`config.mk`:
```
export PLATFORM = sky130hd
export DESIGN_NAME = weight_element_to_fp32
export DESIGN_NICKNAME = d
export VERILOG_FILES = /design/src/rtl/core/wef32_pkg.sv /design/src/rtl/core/wef32_conv.sv /design/src/rtl/core/weight_element_to_fp32.sv
export SDC_FILE = /design/constraint.sdc
export NUM_CORES = 1
export LEC_CHECK = 0
export ABC_AREA = 1
export BUFFER_PORTS_ARGS = -buffer_cell sky130_fd_sc_hd__buf_2
export CORE_ASPECT_RATIO = 0.6
export CORE_MARGIN = 2
export CORE_UTILIZATION = 55
export DETAILED_ROUTE_END_ITERATION = 8
export PLACE_DENSITY_LB_ADDON = 0.05
export RECOVER_POWER = 50
export SETUP_SLACK_MARGIN = 0.5
export SLEW_MARGIN = 10
export SYNTH_ARGS = -nofsm -noshare
export SYNTH_HDL_FRONTEND = slang
export SYNTH_HIERARCHICAL = 1
export SYNTH_SLANG_ARGS = --single-unit
```
`constraint.sdc`:
```
create_clock -name clk -period 10.21 [get_ports clk]
set_input_delay 1.021 -clock clk [delete_from_list [all_inputs] [get_ports clk]]
set_output_delay 1.021 -clock clk [all_outputs]
set_load 0.01 [all_outputs]
```
`src/rtl/core/wef32_pkg.sv`:
```
// Package for the weight element to single-precision converter.
// Holds element type codes, field widths and the conversion functions.
// No dependencies.
`timescale 1ns / 1ps

package wef32_pkg;

  localparam int TypeWidth = 3;
  localparam int DataWidth = 32;

  localparam logic [TypeWidth-1:0] TYPE_HALF   = 3'd0;
  localparam logic [TypeWidth-1:0] TYPE_BF16   = 3'd1;
  localparam logic [TypeWidth-1:0] TYPE_INT8   = 3'd2;
  localparam logic [TypeWidth-1:0] TYPE_INT32  = 3'd3;
  localparam logic [TypeWidth-1:0] TYPE_SINGLE = 3'd4;

  localparam logic [7:0] HalfBiasAdj = 8'd112;  // 127 - 15

  typedef struct packed {
    logic [31:0] bits;
    logic        not_finite;
  } result_t;

  // Position of the leading one in a 32-bit word; 0 for a zero word.
  function automatic logic [4:0] lead_one(input logic [31:0] v);
    logic [4:0] p;
    p = 5'd0;
    for (int i = 0; i < 32; i++) begin
      if (v[i]) p = 5'(i);
    end
    return p;
  endfunction

  function automatic logic [31:0] half_to_single(input logic [15:0] h);
    logic [9:0]  man;
    logic [4:0]  ex;
    logic [4:0]  p;
    logic [9:0]  norm;
    logic [31:0] r;
    man = h[9:0];
    ex  = h[14:10];
    p   = lead_one({22'd0, man});
    norm = 10'({man, 10'd0} >> p);
    r = {h[15], 31'd0};
    if (ex == 5'd0) begin
      if (man != 10'd0) begin
        // Subnormal: leading one at bit p gives exponent 103 + p.
        r[30:23] = 8'd103 + {3'd0, p};
        r[22:13] = norm;
      end
    end else if (ex == 5'h1f) begin
      r[30:23] = 8'hff;
      r[22:13] = man;
    end else begin
      r[30:23] = {3'd0, ex} + HalfBiasAdj;
      r[22:13] = man;
    end
    return r;
  endfunction

  // Magnitude 0 .. 2^31 with sign to single, round to nearest even.
  function automatic logic [31:0] int_to_single(input logic neg, input logic [31:0] mag);
    logic [4:0]  p;
    logic [31:0] al;
    logic [23:0] man;
    logic        g;
    logic        st;
    logic [24:0] rnd;
    logic [7:0]  ex;
    if (mag == 32'd0) return 32'd0;
    p  = lead_one(mag);
    al = mag << (5'd31 - p);  // leading one at bit 31
    man = al[31:8];
    g   = al[7];
    st  = |al[6:0];
    rnd = {1'b0, man} + {24'd0, g & (st | man[0])};
    ex  = 8'd127 + {3'd0, p};
    if (rnd[24]) begin
      ex = ex + 8'd1;
      return {neg, ex, 23'd0};
    end
    return {neg, ex, rnd[22:0]};
  endfunction

endpackage

```
`src/rtl/core/wef32_conv.sv`:
```
// Combinational element conversion for one item.
// Depends on wef32_pkg.
`timescale 1ns / 1ps

module wef32_conv (
  input  logic [wef32_pkg::TypeWidth-1:0] element_type,
  input  logic [31:0]                     raw,
  output wef32_pkg::result_t              res
);

  logic [31:0] bits;
  logic        bad;
  logic [7:0]  b;

  always_comb begin
    bits = 32'd0;
    bad  = 1'b0;
    b    = raw[7:0];
    case (element_type)
      wef32_pkg::TYPE_HALF:   bits = wef32_pkg::half_to_single(raw[15:0]);
      wef32_pkg::TYPE_BF16:   bits = {raw[15:0], 16'd0};
      wef32_pkg::TYPE_INT8:   bits = wef32_pkg::int_to_single(b[7],
                                32'(b[7] ? (9'h100 - {1'b0, b}) : {1'b0, b}));
      wef32_pkg::TYPE_INT32:  bits = wef32_pkg::int_to_single(raw[31],
                                raw[31] ? (32'd0 - raw) : raw);
      wef32_pkg::TYPE_SINGLE: bits = raw;
      default:                bad  = 1'b1;
    endcase
    res.bits       = bits;
    res.not_finite = bad | (&bits[30:23]);
  end

endmodule

```
`src/rtl/core/weight_element_to_fp32.sv`:
```
// Top level of the weight element to single-precision converter.
// Depends on wef32_pkg and wef32_conv.
`timescale 1ns / 1ps

// Channel | Dir | Bits
// s_axis  | in  | tdata[31:0] raw_element
// m_axis  | out | tdata[31:0] single_bits, tuser[0] not_finite
// cfg     | in  | cfg_we, cfg_wdata[2:0] element_type
// An item is registered at input, converted in one pass and registered at output;
// one item per cycle is sustained while the output is not stalled.
// Reset clears both stage valid bits and sets the type to half float.
// A stall at the output holds both stages; the input stage may still refill
// when it is empty or moving.

module weight_element_to_fp32 (
  input  logic        clk,
  input  logic        rst,
  input  logic        cfg_we,
  input  logic [2:0]  cfg_wdata,
  input  logic        s_axis_tvalid,
  output logic        s_axis_tready,
  input  logic [31:0] s_axis_tdata,   // raw_element
  output logic        m_axis_tvalid,
  input  logic        m_axis_tready,
  output logic [31:0] m_axis_tdata,   // single_bits
  output logic [0:0]  m_axis_tuser    // not_finite
);

  logic [2:0]  element_type;
  logic        in_valid;
  logic [31:0] in_raw;
  logic        out_valid;
  wef32_pkg::result_t out_res;
  wef32_pkg::result_t conv_res;
  logic        out_load;

  assign out_load      = !out_valid || m_axis_tready;
  assign s_axis_tready = !in_valid || out_load;

  wef32_conv u_conv (
    .element_type (element_type),
    .raw          (in_raw),
    .res          (conv_res)
  );

  always_ff @(posedge clk) begin
    if (rst) begin
      element_type <= wef32_pkg::TYPE_HALF;
      in_valid     <= 1'b0;
      out_valid    <= 1'b0;
    end else begin
      if (cfg_we) element_type <= cfg_wdata;
      if (s_axis_tready) in_valid <= s_axis_tvalid;
      if (out_load) out_valid <= in_valid;
    end
  end

  always_ff @(posedge clk) begin
    if (s_axis_tready && s_axis_tvalid) in_raw <= s_axis_tdata;
    if (out_load && in_valid) out_res <= conv_res;
  end

  assign m_axis_tvalid   = out_valid;
  assign m_axis_tdata    = out_res.bits;
  assign m_axis_tuser[0] = out_res.not_finite;

  a_int_finite: assert property (@(posedge clk) disable iff (rst)
    (out_load && in_valid && (element_type == wef32_pkg::TYPE_INT8 ||
     element_type == wef32_pkg::TYPE_INT32)) |=> !m_axis_tuser[0])
    else $error("integer result flagged not finite");

  a_hold: assert property (@(posedge clk) disable iff (rst)
    (m_axis_tvalid && !m_axis_tready) |=> $stable(m_axis_tdata))
    else $error("output item changed while stalled");

  a_flow: assert property (@(posedge clk) disable iff (rst)
    (in_valid && !out_load) |=> in_valid)
    else $error("input stage item lost");

endmodule
```
Yosys cells after proc, flatten, opt, wreduce, memory -nomap -nowiden
Index checks and enable logic that the tools add are counted.
- memories: 0
- output and inout bits: 35
- flip-flop bits (word level): 70
- latch bits: 0
- ROM bits: 0
- input port bits: 40
- bits in writable memories: 0
- word-level logic and storage cells: 149
- $lt $le $gt $ge: 0
- $mul: 0
- bitwise logic cells: 5
- add/sub/neg operators: 12
- shift operators: 3
- div/mod/pow operators: 0
- equal/unequal tests: 5
- reductions and logical operators: 15
- mux-type cells: 103
- operators with widths (cell ; count):
    32-bit two-way mux ; 10
    5-bit two-way mux ; 37
    32-bit one-hot mux with 5 select lines ; 1
    4-bit two-way mux ; 18
    32-bit zero test ; 2
    32-bit by 5-bit << shifter with 32-bit output ; 2
    18-bit two-way mux ; 3
    24-bit by 1-bit adder with 25-bit output ; 2
    3-bit two-way mux ; 12
    1-bit by 32-bit subtractor with 32-bit output, first input constant ; 1
    7-bit by 5-bit adder with 8-bit output, first input constant ; 3
    20-bit by 5-bit >> shifter with 10-bit output ; 1
    8-bit by 1-bit adder with 8-bit output, second input constant ; 2
    8-bit two-way mux ; 2
    1-bit two-way mux ; 14
    7-bit OR reduction ; 2
    2-bit two-way mux ; 6
    10-bit nonzero test ; 1
    5-bit subtractor, first input constant ; 2
    9-bit by 8-bit subtractor with 10-bit output, first input constant ; 1
    5-bit by 7-bit adder with 8-bit output, second input constant ; 1
    8-bit AND reduction ; 1
    3-bit by 2-bit equality test with 1-bit output, second input constant ; 2
    5-bit equality test, second input constant ; 1
    10 further kinds ; 16

Depth between registers and ports, before layout
- depth after elaboration: 49
- gate-level depth with buffers: 58
- mapped depth without buffers: 56

Cells and area by module
The synthesis kept the hierarchy.
- modules (own cells, without submodules) (module ; times used ; cells an instance ; area an instance (sq um) ; sequential area each (sq um)):
    wef32_conv ; 1 ; 1085 ; 5480.3 ; 0.0
    weight_element_to_fp32 ; 1 ; 90 ; 2144.6 ; 2052.0

Least setup slack after synthesis
OpenSTA, ideal clock, no wires.
- kind: register to register
- start point: reg in_raw[0]
- end point: reg out_res (netlist bit m_axis_tdata[14]), data pin
- period minus slack after synthesis: 5191 ps
- path buffers: 3
- arrival: 4934 ps
- library setup time: 257 ps
- slack: 5019 ps
- cell stages (with the launch flop): 36
- data required time: 9953 ps
- path through: edfxtp_1 inv_2 buf_2 ha_1 nand2_1 nor2_2 nand2_1 nor2_1 nand4_1 nor3_1 nand2_1 o31ai_2 nand2_1 xor2_1 inv_1 nor3_1 nand2_2 nor2_4 inv_2 buf_2 buf_2 nand3_1 nand2_1 inv_1 nand2_1 inv_1 ha_1 nand3_1 nor2_4 nand3_4 nor2_1 nand2_1 o21ai_1 inv_1 o21ai_1 nand2_1
- RTL lines (what ; line ; source):
    start: declaration ; weight_element_to_fp32.sv:31 ; logic [31:0] in_raw;
    start signal: assignment ; weight_element_to_fp32.sv:59 ; if (s_axis_tready && s_axis_tvalid) in_raw <= s_axis_tdata;
    end signal: assignment ; weight_element_to_fp32.sv:60 ; if (out_load && in_valid) out_res <= conv_res;
    end: declaration ; weight_element_to_fp32.sv:33 ; wef32_pkg::result_t out_res;

==> impl_metrics.csv <==
group,metric,value,unit
yosys,yosysSeqAreaShare,26.9,%
yosys,synthTopCellsByCount,"nand2_1, nand3_1, inv_1",
grt,grt_max_degree,42,
yosys,ys_warn_count,6,
setup_path,cpPeakStageDelay,630,ps
yosys,syn_avg_cell_area,6.49,sq um
timing,finalWorstSetupSlack,3090,ps
outcome,violations,"capacitance limit, slew limit",
yosys,async_flop_share,0,%
yosys,synth_top_family_by_area,"simple AND/OR/NAND/NOR gates",
floorplan,dieHeight,95.2,um
place,place.port_buffers,74,
grt,gr-total-overflow,0,
yosys,synth-compound-area-share,12.8,%
clock_network,clock_latency,340,ps
setup_path,rr_startpoint,"in_raw[8]$_DFFE_PP_",
power,ir_drop,0.0912,mV
setup_path,cp_num_buf_inv,6,
drt,drt_iter0_markers,1051,
clock_network,h-tree-depth,3,
setup_path,critPathSlowestCell,"nor2_1",
outcome,status,"finished with violations",
yosys,ys.flop_type,"edfxtp_1",
floorplan,start_util,56.1,%
timing,clock.fmax,141,MHz
clock_network,clk_path_buf_depth,2,
grt,grtUsageTotal,36.8,%
floorplan,core,0.0136,sq mm
drt,viasPerCell,6.10,
grt,antenna_found_initial,0,
yosys,ys_types,58,
floorplan,die-area,0.0149,sq mm
drt,drc_errors,0,
place,preCtsSetupSlack,3370,ps
place,post_dp_cell_area,0.00798,sq mm
cells_and_area,area_growth,8.75,%
yosys,ys_seq_elements,70,
yosys,synth_top_area_cell,"edfxtp_1",
yosys,muxShareOfSynthArea,0.131,%
setup_path,end_kind,"flip-flop",
cells_and_area,fillCellCount,1327,
yosys,synth_edf_count,65,
clock_network,cts_setup_buffers,0,
setup_path,critPathRequiredTime,10260,ps
clock_network,clkTransAtPathRegs,60,ps
floorplan,rows,33,
cells_and_area,utilization,61.0,%
floorplan,die_w,156,um
setup_path,crit_top_cell,"nand2_1",
timing,rsz0062_at_grt,"false",
power,p_leak,3.79,nW
setup_path,cp-start-kind,"flip-flop",
clock_network,holdBufCountCts,0,
timing,post-route-period-util,69.7,%
min_path,hold_path.class,"reg -> reg",
drt,routed_wl,27300,um
setup_path,crit_start,"in_raw[8]$_DFFE_PP_",
drt,drtPass1Iterations,6,
yosys,synthAdderAreaFrac,1.15,%
yosys,synth.area.top_cells,"edfxtp_1, nand2_1, nand3_1",
timing,hold_violations,0,
setup_path,worstSetupPathType,"reg -> reg",
run,drv_cap,1,
drt,via_count,8511,
setup_path,cp_max_fo,39,
timing,relSlewSlack,-16.8,%
timing,fin_skew,8.75,ps
setup_path,cpLargestDelayFamily,"simple AND/OR/NAND/NOR gates",
timing,worstMarginPinSlew,1750,ps
yosys,netlist_area,0.00762,sq mm
clock_network,cts_sinks,70,
grt,grt_pass1_wl,41200,um
place,dp_hpwl,21000,um
cells_and_area,drive_above_1_share,10.5,%
clock_network,cts_buffers,9,
setup_path,worst_ep_arrival_time,7170,ps
clock_network,ctsResizeCount,0,
min_path,hp-start,"element_type[1]$_SDFFE_PP0P_",
yosys,synth_fp_nets,1222,
cells_and_area,finalNetCount,1262,
timing,finalSetupViolations,0,
drt,wl_per_cell,19.6,um
power,power,1.28,mW
yosys,synth_top_area_share,25.6,%
timing,slew_viol_final,33,
cells_and_area,n_antenna_cell,0,
yosys,synth_xor_area_share,4.68,%
yosys,syn_inst,1175,
power,power_density,154,mW/mm^2
yosys,yosys.area_share.simple,44.0,%
cells_and_area,final_area,0.00829,sq mm
floorplan,ios,75,
grt,grt_pass1_vias,7344,
place,routabilityCongestion,1.03,
yosys,yosysMostFrequentCell,"nand2_1",
drt,ant_nets,0,
timing,setup_tns,0,ps
timing,fin_crit,7120,ps
clock_network,cts_tree,"built",
clock_network,cts_root_buf,"clkbuf_16",
power breakdown:
group	switching (mW)	internal [mW]	total, mW	leakage [nW]
Combinational	0.390	0.149	0.539	2.94
Sequential	0.0164	0.335	0.352	0.675
Clock	0.121	0.264	0.385	0.175
Total	0.528	0.748	1.28	3.79
metal layers:
| metal | part of all wire, % | routed length [um] | vias to the layer above | GRT usage [%] |
|---|---|---|---|---|
| met5 | 0 | 0 | - | 0 |
| met3 | 15 | 4030 | 36 | 11.9 |
| met4 | 1.3 | 361 | 0 | 5.89 |
| met1 | 46 | 12500 | 3878 | 56.4 |
| li1 | - | - | 4047 | - |
| met2 | 38 | 10300 | 550 | 50.4 |
kinds of logic (layout without fill, tap and decap cells):
group | count (synthesis) | in the layout
compound gates | 158 | 158
buf+inv | 182 | 227
mux | 1 | 1
fa+ha+maj | 7 | 7
flops | 70 | 70
simple gates | 717 | 717
other cells | 1 | 1
xor+xnor | 39 | 39
flip-flops by register name, summed over array words and instances, names as in the netlist:
name / count
in_raw: 32
m_axis_tuser: 1
element_type: 3
m_axis_tdata: 32
in_valid: 1
m_axis_tvalid: 1
final timing paths:
kind,cells after the start,slack (ps),end
max,33,3090,m_axis_tdata[3]$_DFFE_PP_
max reg2reg,33,3090,m_axis_tdata[3]$_DFFE_PP_
min,2,510,element_type[1]$_SDFFE_PP0P_
min reg2reg,2,510,element_type[1]$_SDFFE_PP0P_
cells in the final DEF (no fill, tap or decap), drive strengths merged, types with 9 or more instances in the layout:
cell type | netlist | routed
buf | 38 | 46
o21ai | 73 | 73
nand3 | 228 | 228
nand4 | 14 | 14
xor2 | 34 | 34
nor2 | 87 | 87
a21oi | 21 | 21
edfxtp | 65 | 65
clkbuf | 13 | 44
o22ai | 16 | 16
inv | 126 | 127
nor3 | 18 | 18
o211ai | 9 | 9
nand2 | 355 | 355
layout make-up:
type	instances	area (sq um)	share of cell area, %
multi-input cells	923	4800	57.8
flip-flops and latches	70	2050	24.7
inverters	131	493	5.95
repair buffers	80	370	4.47
clock buffers	10	229	2.76
well taps	175	219	2.64
clock inverters	6	133	1.60
tightest hold or removal path, stage by stage, from the launching register on:
cell and delay [ps]:
dfxtp_1 340, nand2_1 70, a21oi_1 50
per-stage QoR:
stage	cells	hold WS, ps
after floorplan	1175	457
after global placement	1379	499
after detailed placement	1379	499
final	1395	510
after CTS	1395	508
after global routing	1395	547
No activity file was read; power rests on OpenSTA's default activity.
